--- src/design/packbits_rle_decoder_top_defines.svh ---
// assertion macros for the packbits run-length decoder
// used by packbits_rle_decoder_top, expects clk and rst in scope
`ifndef PACKBITS_RLE_DECODER_TOP_DEFINES_SVH
`define PACKBITS_RLE_DECODER_TOP_DEFINES_SVH

// same-cycle implication, checked outside reset
`define PBRLE_ASSERT_NOW(label, ante, cons) \
  label: assert property (@(posedge clk) disable iff (rst) (ante) |-> (cons)) \
    else $error("pbrle check failed");

// next-cycle implication, checked outside reset
`define PBRLE_ASSERT_NEXT(label, ante, cons) \
  label: assert property (@(posedge clk) disable iff (rst) (ante) |=> (cons)) \
    else $error("pbrle check failed");

`endif

--- src/design/pbrle_pkg.sv ---
// shared types and constants of the packbits run-length decoder
// no dependencies
package pbrle_pkg;

  localparam int LANE_W    = 8;
  localparam int OUT_LANES = 8;
  localparam int OUT_W     = LANE_W * OUT_LANES;
  localparam int CNT_W     = 4;
  localparam int LEFT_W    = 8;

  // command queue between front and back
  localparam int QDEPTH = 4;
  localparam int QPTR_W = $clog2(QDEPTH);
  localparam int QCNT_W = $clog2(QDEPTH + 1);

  // front decode modes
  localparam logic [1:0] MODE_HEADER  = 2'd0;
  localparam logic [1:0] MODE_LITERAL = 2'd1;
  localparam logic [1:0] MODE_RUN     = 2'd2;

  localparam logic [LANE_W-1:0] HDR_NOP  = 8'h80;
  localparam logic [LANE_W:0]   RUN_BASE = 9'd257;

  // one unit of work for the back end: repeat data count times
  typedef struct packed {
    logic [LANE_W-1:0] data;
    logic [LEFT_W-1:0] count;
  } pbrle_cmd_t;

  typedef struct packed {
    logic empty;
    logic full;
  } pbrle_qstat_t;

endpackage

--- src/design/packbits_rle_decoder_top.sv ---
// Packbits run-length decoder. One compressed byte is accepted per cycle
// while full is low; header bytes and the data byte of a zero-length run
// (header 0x80) give no result, each literal byte gives one single-byte
// result, and the data byte of a run of n copies gives ceil(n/8) results
// of up to eight packed bytes, all full but the last. The back end sends
// one result per cycle from its output register while the consumer pops,
// so literal streams run at one byte per cycle under that condition; a run
// occupies the back end for its ceil(n/8) results while the front end keeps taking
// bytes into a four-entry command queue, and full rises once that queue
// fills. No clearing pass is needed after reset.
// depends on pbrle_pkg, pbrle_front, pbrle_queue, pbrle_back and the defines header
`include "packbits_rle_decoder_top_defines.svh"

module packbits_rle_decoder_top import pbrle_pkg::*; (
  input  logic               clk,
  input  logic               rst,
  input  logic               push,
  output logic               full,
  input  logic [LANE_W-1:0]  in_byte,
  output logic               empty,
  input  logic               pop,
  output logic [OUT_W-1:0]   out_bytes,
  output logic [CNT_W-1:0]   byte_count,
  output logic               last_of_run
);

  logic         accept;
  logic         wr_valid;
  pbrle_cmd_t   wr_cmd;
  pbrle_cmd_t   head;
  pbrle_qstat_t qstat;
  logic         rd_pop;

  assign full   = qstat.full;
  assign accept = push && !qstat.full;

  pbrle_front u_front (
    .clk      (clk),
    .rst      (rst),
    .accept   (accept),
    .in_byte  (in_byte),
    .wr_valid (wr_valid),
    .wr_cmd   (wr_cmd)
  );

  pbrle_queue u_queue (
    .clk      (clk),
    .rst      (rst),
    .wr_valid (wr_valid),
    .wr_cmd   (wr_cmd),
    .rd_pop   (rd_pop),
    .rd_cmd   (head),
    .stat     (qstat)
  );

  pbrle_back u_back (
    .clk         (clk),
    .rst         (rst),
    .head        (head),
    .qstat       (qstat),
    .rd_pop      (rd_pop),
    .pop         (pop),
    .empty       (empty),
    .out_bytes   (out_bytes),
    .byte_count  (byte_count),
    .last_of_run (last_of_run)
  );

  // a shown beat always carries one to eight bytes
  `PBRLE_ASSERT_NOW(a_count_range, !empty, (byte_count != '0) && (byte_count <= CNT_W'(OUT_LANES)))
  // every beat of a run but the last is full and packed with one byte value
  `PBRLE_ASSERT_NOW(a_mid_run_full, !empty && !last_of_run, (byte_count == CNT_W'(OUT_LANES)) && (out_bytes[LANE_W-1:0] == out_bytes[OUT_W-1 -: LANE_W]))
  // the back end only drains the queue when a beat is being loaded
  `PBRLE_ASSERT_NEXT(a_pop_loads, rd_pop, !empty)

endmodule

--- src/design/pbrle_front.sv ---
// front end: tracks header / literal / run state and turns input beats into commands
// depends on pbrle_pkg
module pbrle_front import pbrle_pkg::*; (
  input  logic              clk,
  input  logic              rst,
  input  logic              accept,
  input  logic [LANE_W-1:0] in_byte,
  output logic              wr_valid,
  output pbrle_cmd_t        wr_cmd
);

  logic [1:0]        mode, mode_next;
  logic [LEFT_W-1:0] bytes_left, bytes_left_next;

  always_comb begin
    mode_next       = mode;
    bytes_left_next = bytes_left;
    wr_valid        = 1'b0;
    wr_cmd.data     = in_byte;
    wr_cmd.count    = LEFT_W'(1);
    if (accept) begin
      unique case (mode)
        MODE_LITERAL: begin
          wr_valid        = 1'b1;
          bytes_left_next = bytes_left - LEFT_W'(1);
          if (bytes_left_next == '0) begin
            mode_next = MODE_HEADER;
          end
        end
        MODE_RUN: begin
          // zero-length run from header 0x80 swallows its data byte
          wr_valid        = (bytes_left != '0);
          wr_cmd.count    = bytes_left;
          bytes_left_next = '0;
          mode_next       = MODE_HEADER;
        end
        default: begin
          if (!in_byte[LANE_W-1]) begin
            mode_next       = MODE_LITERAL;
            bytes_left_next = in_byte + LEFT_W'(1);
          end else begin
            mode_next = MODE_RUN;
            if (in_byte == HDR_NOP) begin
              bytes_left_next = '0;
            end else begin
              bytes_left_next = LEFT_W'(RUN_BASE - {1'b0, in_byte});
            end
          end
        end
      endcase
    end
  end

  always_ff @(posedge clk) begin
    if (rst) begin
      mode       <= MODE_HEADER;
      bytes_left <= '0;
    end else begin
      mode       <= mode_next;
      bytes_left <= bytes_left_next;
    end
  end

endmodule

--- src/design/pbrle_queue.sv ---
// small command fifo that decouples the front end from the back end
// depends on pbrle_pkg
module pbrle_queue import pbrle_pkg::*; (
  input  logic         clk,
  input  logic         rst,
  input  logic         wr_valid,
  input  pbrle_cmd_t   wr_cmd,
  input  logic         rd_pop,
  output pbrle_cmd_t   rd_cmd,
  output pbrle_qstat_t stat
);

  pbrle_cmd_t        entries [QDEPTH];
  logic [QPTR_W-1:0] wr_ptr, rd_ptr;
  logic [QCNT_W-1:0] count;
  logic              do_wr, do_rd;

  assign stat.empty = (count == '0);
  assign stat.full  = (count == QCNT_W'(QDEPTH));
  assign do_wr      = wr_valid && !stat.full;
  assign do_rd      = rd_pop && !stat.empty;
  assign rd_cmd     = entries[rd_ptr];

  always_ff @(posedge clk) begin
    if (do_wr) begin
      entries[wr_ptr] <= wr_cmd;
    end
  end

  always_ff @(posedge clk) begin
    if (rst) begin
      wr_ptr <= '0;
      rd_ptr <= '0;
      count  <= '0;
    end else begin
      if (do_wr) begin
        wr_ptr <= wr_ptr + QPTR_W'(1);
      end
      if (do_rd) begin
        rd_ptr <= rd_ptr + QPTR_W'(1);
      end
      if (do_wr && !do_rd) begin
        count <= count + QCNT_W'(1);
      end else if (do_rd && !do_wr) begin
        count <= count - QCNT_W'(1);
      end
    end
  end

endmodule

--- src/design/pbrle_back.sv ---
// back end: expands commands into packed result beats and holds the output register
// depends on pbrle_pkg
module pbrle_back import pbrle_pkg::*; (
  input  logic               clk,
  input  logic               rst,
  input  pbrle_cmd_t         head,
  input  pbrle_qstat_t       qstat,
  output logic               rd_pop,
  input  logic               pop,
  output logic               empty,
  output logic [OUT_W-1:0]   out_bytes,
  output logic [CNT_W-1:0]   byte_count,
  output logic               last_of_run
);

  logic              out_valid;
  logic              busy;
  logic [LEFT_W-1:0] cur_left;
  logic [LEFT_W-1:0] left, rem;
  logic [CNT_W-1:0]  take;
  logic              out_load, step;
  logic [OUT_W-1:0]  lanes;

  assign empty    = !out_valid;
  assign out_load = !out_valid || pop;
  assign step     = out_load && (busy || !qstat.empty);

  // busy means the head command is partly sent and cur_left copies remain
  assign left = busy ? cur_left : head.count;
  assign take = (left > LEFT_W'(OUT_LANES)) ? CNT_W'(OUT_LANES) : left[CNT_W-1:0];
  assign rem  = left - LEFT_W'(take);

  assign rd_pop = step && (rem == '0);

  always_comb begin
    for (int i = 0; i < OUT_LANES; i++) begin
      lanes[i*LANE_W +: LANE_W] = (CNT_W'(i) < take) ? head.data : '0;
    end
  end

  always_ff @(posedge clk) begin
    if (step) begin
      out_bytes   <= lanes;
      byte_count  <= take;
      last_of_run <= (rem == '0);
      cur_left    <= rem;
    end
  end

  always_ff @(posedge clk) begin
    if (rst) begin
      out_valid <= 1'b0;
      busy      <= 1'b0;
    end else begin
      if (step) begin
        out_valid <= 1'b1;
        busy      <= (rem != '0);
      end else if (pop) begin
        out_valid <= 1'b0;
      end
    end
  end

endmodule
--- config.mk ---
export PLATFORM = sky130hd
export DESIGN_NAME = packbits_rle_decoder_top
export DESIGN_NICKNAME = d
export VERILOG_FILES = /design/src/design/pbrle_pkg.sv /design/src/design/packbits_rle_decoder_top.sv /design/src/design/pbrle_front.sv /design/src/design/pbrle_queue.sv /design/src/design/pbrle_back.sv
export VERILOG_INCLUDE_DIRS = /design/src /design/src/design
export SDC_FILE = /design/constraint.sdc
export NUM_CORES = 1
export LEC_CHECK = 0
export BUFFER_PORTS_ARGS = -buffer_cell sky130_fd_sc_hd__buf_2
export CAP_MARGIN = 20
export CORE_MARGIN = 2
export CORE_UTILIZATION = 25
export CTS_CLUSTER_SIZE = 12
export DETAILED_ROUTE_END_ITERATION = 10
export GPL_ROUTABILITY_DRIVEN = 1
export SYNTH_ARGS = -nofsm -noshare
export SYNTH_HDL_FRONTEND = slang
export SYNTH_SLANG_ARGS = --single-unit
--- constraint.sdc ---
create_clock -name clk -period 5.55 [get_ports clk]
set_input_delay 0 -clock clk [delete_from_list [all_inputs] [get_ports clk]]
set_output_delay 0 -clock clk [all_outputs]
set_load 0.02 [all_outputs]
==> flow_summary.ini, run 1 <==
[routing]
final_antenna_net_count = 0
routed_wl_um = 14700
vias = 4316
vias_per_cell = 4.25
drc = 0
wl_per_cell_um = 14.5
drt_iter0_drc = 469
dr.pass1.iters = 4

[logic_synthesis]
synth_seq_cells = 162
seq_area_frac_synth_pct = 65.5
postSynthAreaPerCell_um2 = 13.5
ys.flop_type = edfxtp_1
netlist_area_mm2 = 0.00711
netlist_instances = 527
ys_types = 67
synth_edf_count = 141
async_reset_ff_share_pct = 0
yosysWarnings = 0
synth_nets = 555

[power_and_ir_drop]
power_density_mw_per_mm2 = 360
ir_drop_mv = 0.228
p_leak_nw = 3.09
switching_share_pct = 28.6
p_int_mw = 2.20
power_switching_mw = 0.879
seq_power_share_pct = 49.4
p_comb_share_pct = 15.2
fin_total_pwr_mw = 3.08
pwr-share-clk_pct = 35.4

[clock_network]
cts_buffers = 17
tritoncts = yes
clockBufferDepth = 2
cts_sinks = 162
cts.reportedPaths.clkPinSlew_ps = 60
post-cts-setup-buffer-count = 0
clkLatencyLatePin_ps = 420
cts.htree.levels = 4
cts-root-buf = clkbuf_16

[min_path]
holdPathStages = 3
min-delay-path-class = in2reg
holdCritStartpoint = push
min_to = u_front.bytes_left[1]

[die]
coreArea_mm2 = 0.0279
initial_core_util_pct = 25.5
die_height_um = 173
dieArea_mm2 = 0.0298
die_x_um = 173
ios = 83
rows = 61

[global_route]
gr-usage-all-layers_pct = 10.1
grt_overflow = 0
grt_pass1_wl_um = 23900
grt_max_degree = 80
antenna_found_initial = 0
grt_pass1_vias = 4335

[layout]
final_area_mm2 = 0.00856
antennaDiodeCount = 0
nets = 652
drive_gt1_share_pct = 23.1
syn2layout_area_growth_pct = 20.4

[setup_path]
cp-end-kind = flip-flop
reg2reg_slack_ps = 880
r2r_end = u_queue.count[2]
crit_fanout = 23
crit_required_ps = 5900
worstSetupStartpointType = flip-flop
crit_type = reg2reg
cp.arrival_ps = 5020
rr_worst_depth = 20

[sta]
fin_ws_ps = 880
setup_viol = 0
fmax_mhz = 214
hold_viol = 0
worst_pin_slew_ps = 977
fin_crit_sh_pct = 84.1
finalCriticalPeriod_ps = 4670
maxSlewHeadroom_pct = 34.9
grt_setup_unrepaired = no
drv_slew = 0
finalClockSkew_ps = 14.2
tns_ps = 0

[place]
dpl_worst_slack_ps = 897
hpwlAfterDp_um = 10400
port_buffers = 82
gp_congestion = 0.764
placed_area_mm2 = 0.00791

[outcome]
status = finished, final reports clean

[run]
cap_violations = 0
## metrics by stage
step                      util, %  instances  hold WS [ps]
after floorplan                 -        527          98.9
after global placement       28.4        973           282
after detailed placement     28.4        973           291
after CTS                    30.7       1015          24.4
after global routing         30.7       1015          69.9
final                        30.7       1015          38.9
## cells in the mapped netlist (8+ instances only)
cell type / n / area (µm²)
nor2_1: 61 / 229
and3_1: 10 / 62.6
a21oi_1: 17 / 85.1
nor2b_1: 15 / 93.8
xor2_1: 8 / 70.1
o21ai_0: 11 / 55.1
ha_1: 15 / 188
nor3_1: 12 / 60.1
and2_1: 30 / 188
edfxtp_1: 141 / 4230
xnor2_1: 9 / 78.8
mux2i_1: 12 / 120
clkbuf_1: 10 / 37.5
nand2_1: 32 / 120
inv_1: 27 / 101
nand3_1: 8 / 40.0
dfxtp_1: 21 / 420
## power groups by stage
stage                     Sequential, mW  Clock (mW)  Combinational, mW
final                               1.52        1.09              0.467
after global placement              1.55           0              0.462
after CTS                           1.52        1.11              0.473
after detailed placement            1.55           0              0.466
after global routing                1.54        1.17              0.510
after floorplan                     1.69           0              0.283
## worst max-delay path, stage by stage, from the launching register on
cell and delay [ps]:
dfxtp_1 360, buf_4 370, mux2_2 390, o221a_2 280
nor4_2 340, and3_1 320, inv_2 170, nand2_1 110
ha_1 250, nor2_1 100, xor2_1 190, a32oi_1 170
o21a_2 200, nor4_4 60, inv_1 80, ha_1 180
inv_1 70, fa_1 370, xor2_1 170, or3_1 300
a21oi_1 140
## what timing repair did
item                                   4_1_cts  5_1_grt
endpoints found under the hold margin       39        0
resized for setup                            0        0
hold buffers                                10        0
## kinds of logic after synthesis
kind of cell	share of synthesized area [%]
compound gates	6.51
mux	5.91
other cells	0.0527
fa+ha+maj	2.92
xor+xnor	2.09
flops	65.5
simple gates	14.0
buf+inv	3.10
## worst max-delay path by stage
stage                          start              endpoint  slack, ps  depth (start not counted)
floorplan           u_back.out_valid  u_back.byte_count[0]       1150                          3
global placement           flip-flop      u_queue.count[2]       1000                         20
detailed placement         flip-flop      u_queue.count[2]        900                         20
CTS                        flip-flop      u_queue.count[2]        850                         20
global route               flip-flop      u_queue.count[2]        510                         20
finish                     flip-flop      u_queue.count[2]        880                         20
## cell usage in the layout, fill, tap and decap left out, types with 9 or more instances in the layout
| cell | netlist | layout |
|---|---|---|
| a21oi_1 | 17 | 17 |
| and3_1 | 10 | 10 |
| edfxtp_1 | 141 | 141 |
| dfxtp_1 | 21 | 21 |
| clkbuf_16 | 0 | 17 |
| buf_2 | 3 | 82 |
| inv_1 | 27 | 27 |
| xnor2_1 | 9 | 9 |
| mux2i_1 | 12 | 12 |
| nor2b_1 | 15 | 15 |
| dlygate4sd3_1 | 0 | 10 |
| nor2_1 | 61 | 60 |
| ha_1 | 15 | 15 |
| and2_1 | 30 | 30 |
| o21ai_0 | 11 | 11 |
| nand2_1 | 32 | 32 |
| nor3_1 | 12 | 12 |
## layer usage
layer	global-route usage, %	share of wire [%]	wire (µm)	up-vias
met3	2.66	5.1	752	14
met5	0	0	0	-
met1	13.7	47	6970	2075
met2	15.9	46	6780	114
li1	-	-	-	2113
met4	3.21	1.4	207	0
## flip-flops by register name, summed over array words and instances, names as in the netlist, named ones only
signal / count
u_back.busy: 1
u_back.out_valid: 1
u_queue.entries: 64
u_back.out_bytes: 64
u_back.byte_count: 4
u_front.mode: 2
u_back.cur_left: 8
u_queue.wr_ptr: 2
u_front.bytes_left: 8
u_queue.rd_ptr: 2
u_back.last_of_run: 1
u_queue.count: 3
## cell type report
| type | instances | area, µm² |
|---|---|---|
| well taps | 378 | 473 |
| multi-input cells | 319 | 2240 |
| repair buffers | 95 | 533 |
| fillers | 2778 | 19300 |
| flip-flops and latches | 162 | 4650 |
| clock inverters | 14 | 120 |
| clock buffers | 18 | 429 |
| inverters | 29 | 109 |
No activity file was read; power rests on OpenSTA's default activity.
==> run 2, diff against run 1 <==
==> constraint.sdc (replaced) <==
create_clock -name clk -period 4.8 [get_ports clk]
set_input_delay 0 -clock clk [delete_from_list [all_inputs] [get_ports clk]]
set_output_delay 0 -clock clk [all_outputs]
set_load 0.02 [all_outputs]
==> flow_summary.ini, run 2 (synthesis results as in run 1) <==
[global_route]
antenna_found_initial = 0
grt_pass1_vias = 4340
grt_pass1_wl_um = 23400
grt_overflow = 0
grt_max_degree = 34
gr-usage-all-layers_pct = 10.0

[layout]
final_area_mm2 = 0.00860
final_cell_mix = edfxtp_1, buf_2, nor2_1
drive_gt1_share_pct = 23.2
top_regs = u_back.out_bytes x64, u_queue.entries x64
nets = 656
mostFrequentLayoutCell = edfxtp_1
antennaDiodeCount = 0
syn2layout_area_growth_pct = 20.9
utilization_pct = 30.9

[setup_path]
crit_buf_inv = 4
cp_slowest_stage_delay_ps = 460
crit_type = reg2reg
worstPathCellList = buf_4 > mux2i_1 > a22oi_1 > o21ai_1 > and3_1 > inv_2 > nand2_1 > ha_1 > nor2_1 > xor2_1 > a32oi_1 > o21a_2 > nor4_4 > inv_1 > ha_1 > inv_1 > fa_1 > xor2_1 > or3_1 > a21oi_1
cp.arrival_ps = 4640
crit_fanout = 19
path_delay_family = compound AO/OA/AOI/OAI gates
cp-end-kind = flip-flop
crit_required_ps = 5150
crit_path_top_delay_cell = dfxtp_1
worstSetupStartpointType = flip-flop

[sta]
grt_setup_unrepaired = no
setup_viol = 0
tns_ps = 0
finalCriticalPeriod_ps = 4290
worst_pin_slew_ps = 897
fin_ws_ps = 514
maxSlewHeadroom_pct = 40.1
hold_viol = 0
fmax_mhz = 233
fin_crit_sh_pct = 89.3
drv_slew = 0
finalClockSkew_ps = 15.0

[routing]
vias = 4339
drt_iter0_drc = 293
drc = 0
routed_wl_um = 14500
dr.pass1.iters = 4
final_antenna_net_count = 0
wl_per_cell_um = 14.2
vias_per_cell = 4.26

[power_and_ir_drop]
power_density_mw_per_mm2 = 416
p_leak_nw = 3.10
ir_drop_mv = 0.225
fin_total_pwr_mw = 3.58

[clock_network]
tritoncts = yes
clockBufferDepth = 2
cts_sinks = 162
post-cts-setup-buffer-count = 0
cts.htree.levels = 4
clkLatencyLatePin_ps = 420
cts-root-buf = clkbuf_16
cts.reportedPaths.clkPinSlew_ps = 60
cts_buffers = 17

[die]
dieArea_mm2 = 0.0298
ios = 83
initial_core_util_pct = 25.5
die_x_um = 173
die_height_um = 173
rows = 61
coreArea_mm2 = 0.0279

[place]
dpl_worst_slack_ps = 565
port_buffers = 82
placed_area_mm2 = 0.00794
gp_congestion = 0.787
hpwlAfterDp_um = 10400

[min_path]
holdCritStartpoint = push
min-delay-path-class = in2reg

[run]
cap_violations = 0

[outcome]
status = finished, final reports clean
run 2: cell types whose count changed in the layout (fill, tap and decap cells not counted):
cell        change
buf_4           +4
clkinv_1        +3
clkinv_4        -2
inv_8           -2
bufinv_16       +1
clkbuf_1        -1
clkinvlp_4      +1
run 2: final cells by class:
| type | count | area, µm² |
|---|---|---|
| clock buffer | 17 | 425 |
| tap | 378 | 473 |
| fill | 2799 | 19300 |
| multi-input combinational | 319 | 2240 |
| sequential | 162 | 4650 |
| inverter | 29 | 109 |
| timing repair buffer | 99 | 563 |
| clock inverter | 15 | 129 |
run 2: routing by layer:
metal	GRT usage [%]	share of wire, %	up-vias
li1	-	-	2123
met1	12.7	47	2111
met5	0	0	-
met3	3.47	4.7	7
met2	16.1	48	98
met4	3.18	0.90	0
run 2: timing repair:
item / 4_1_cts / 5_1_grt
resized for setup: 0 / 0
hold endpoints to repair: 40 / 0
hold buffers: 10 / 0
run 2: metrics by stage:
stage                     std cells  hold WS [ps]
after CTS                      1019          40.5
after floorplan                 527          98.9
after global placement          977           284
after global routing           1019          38.9
final                          1019          37.9
after detailed placement        977           294
run 2: where the power goes:
| group | internal (mW) | total, mW | switching, mW |
|---|---|---|---|
| Sequential | 1.70 | 1.75 | 0.0524 |
| Combinational | 0.165 | 0.546 | 0.381 |
| Clock | 0.718 | 1.28 | 0.562 |
run 2: worst register-to-register path, cell delays in order (launching register included):
cell and delay [ps]:
dfxtp_1 460, buf_4 380, mux2i_1 230, a22oi_1 100, o21ai_1 300, and3_1 340
inv_2 60, nand2_1 60, ha_1 260, nor2_1 110, xor2_1 190, a32oi_1 170
o21a_2 200, nor4_4 60, inv_1 80, ha_1 170, inv_1 60, fa_1 370
xor2_1 180, or3_1 310, a21oi_1 130
run 2: path summary, 6_finish.rpt:
check / to / slack (ps) / cells after the start
setup / recovery: u_queue.count[2] / 510 / 20
hold / removal: u_front.bytes_left[1] / 40 / 3
setup reg to reg: u_queue.count[2] / 510 / 20
hold reg to reg: u_back.out_valid / 470 / 2
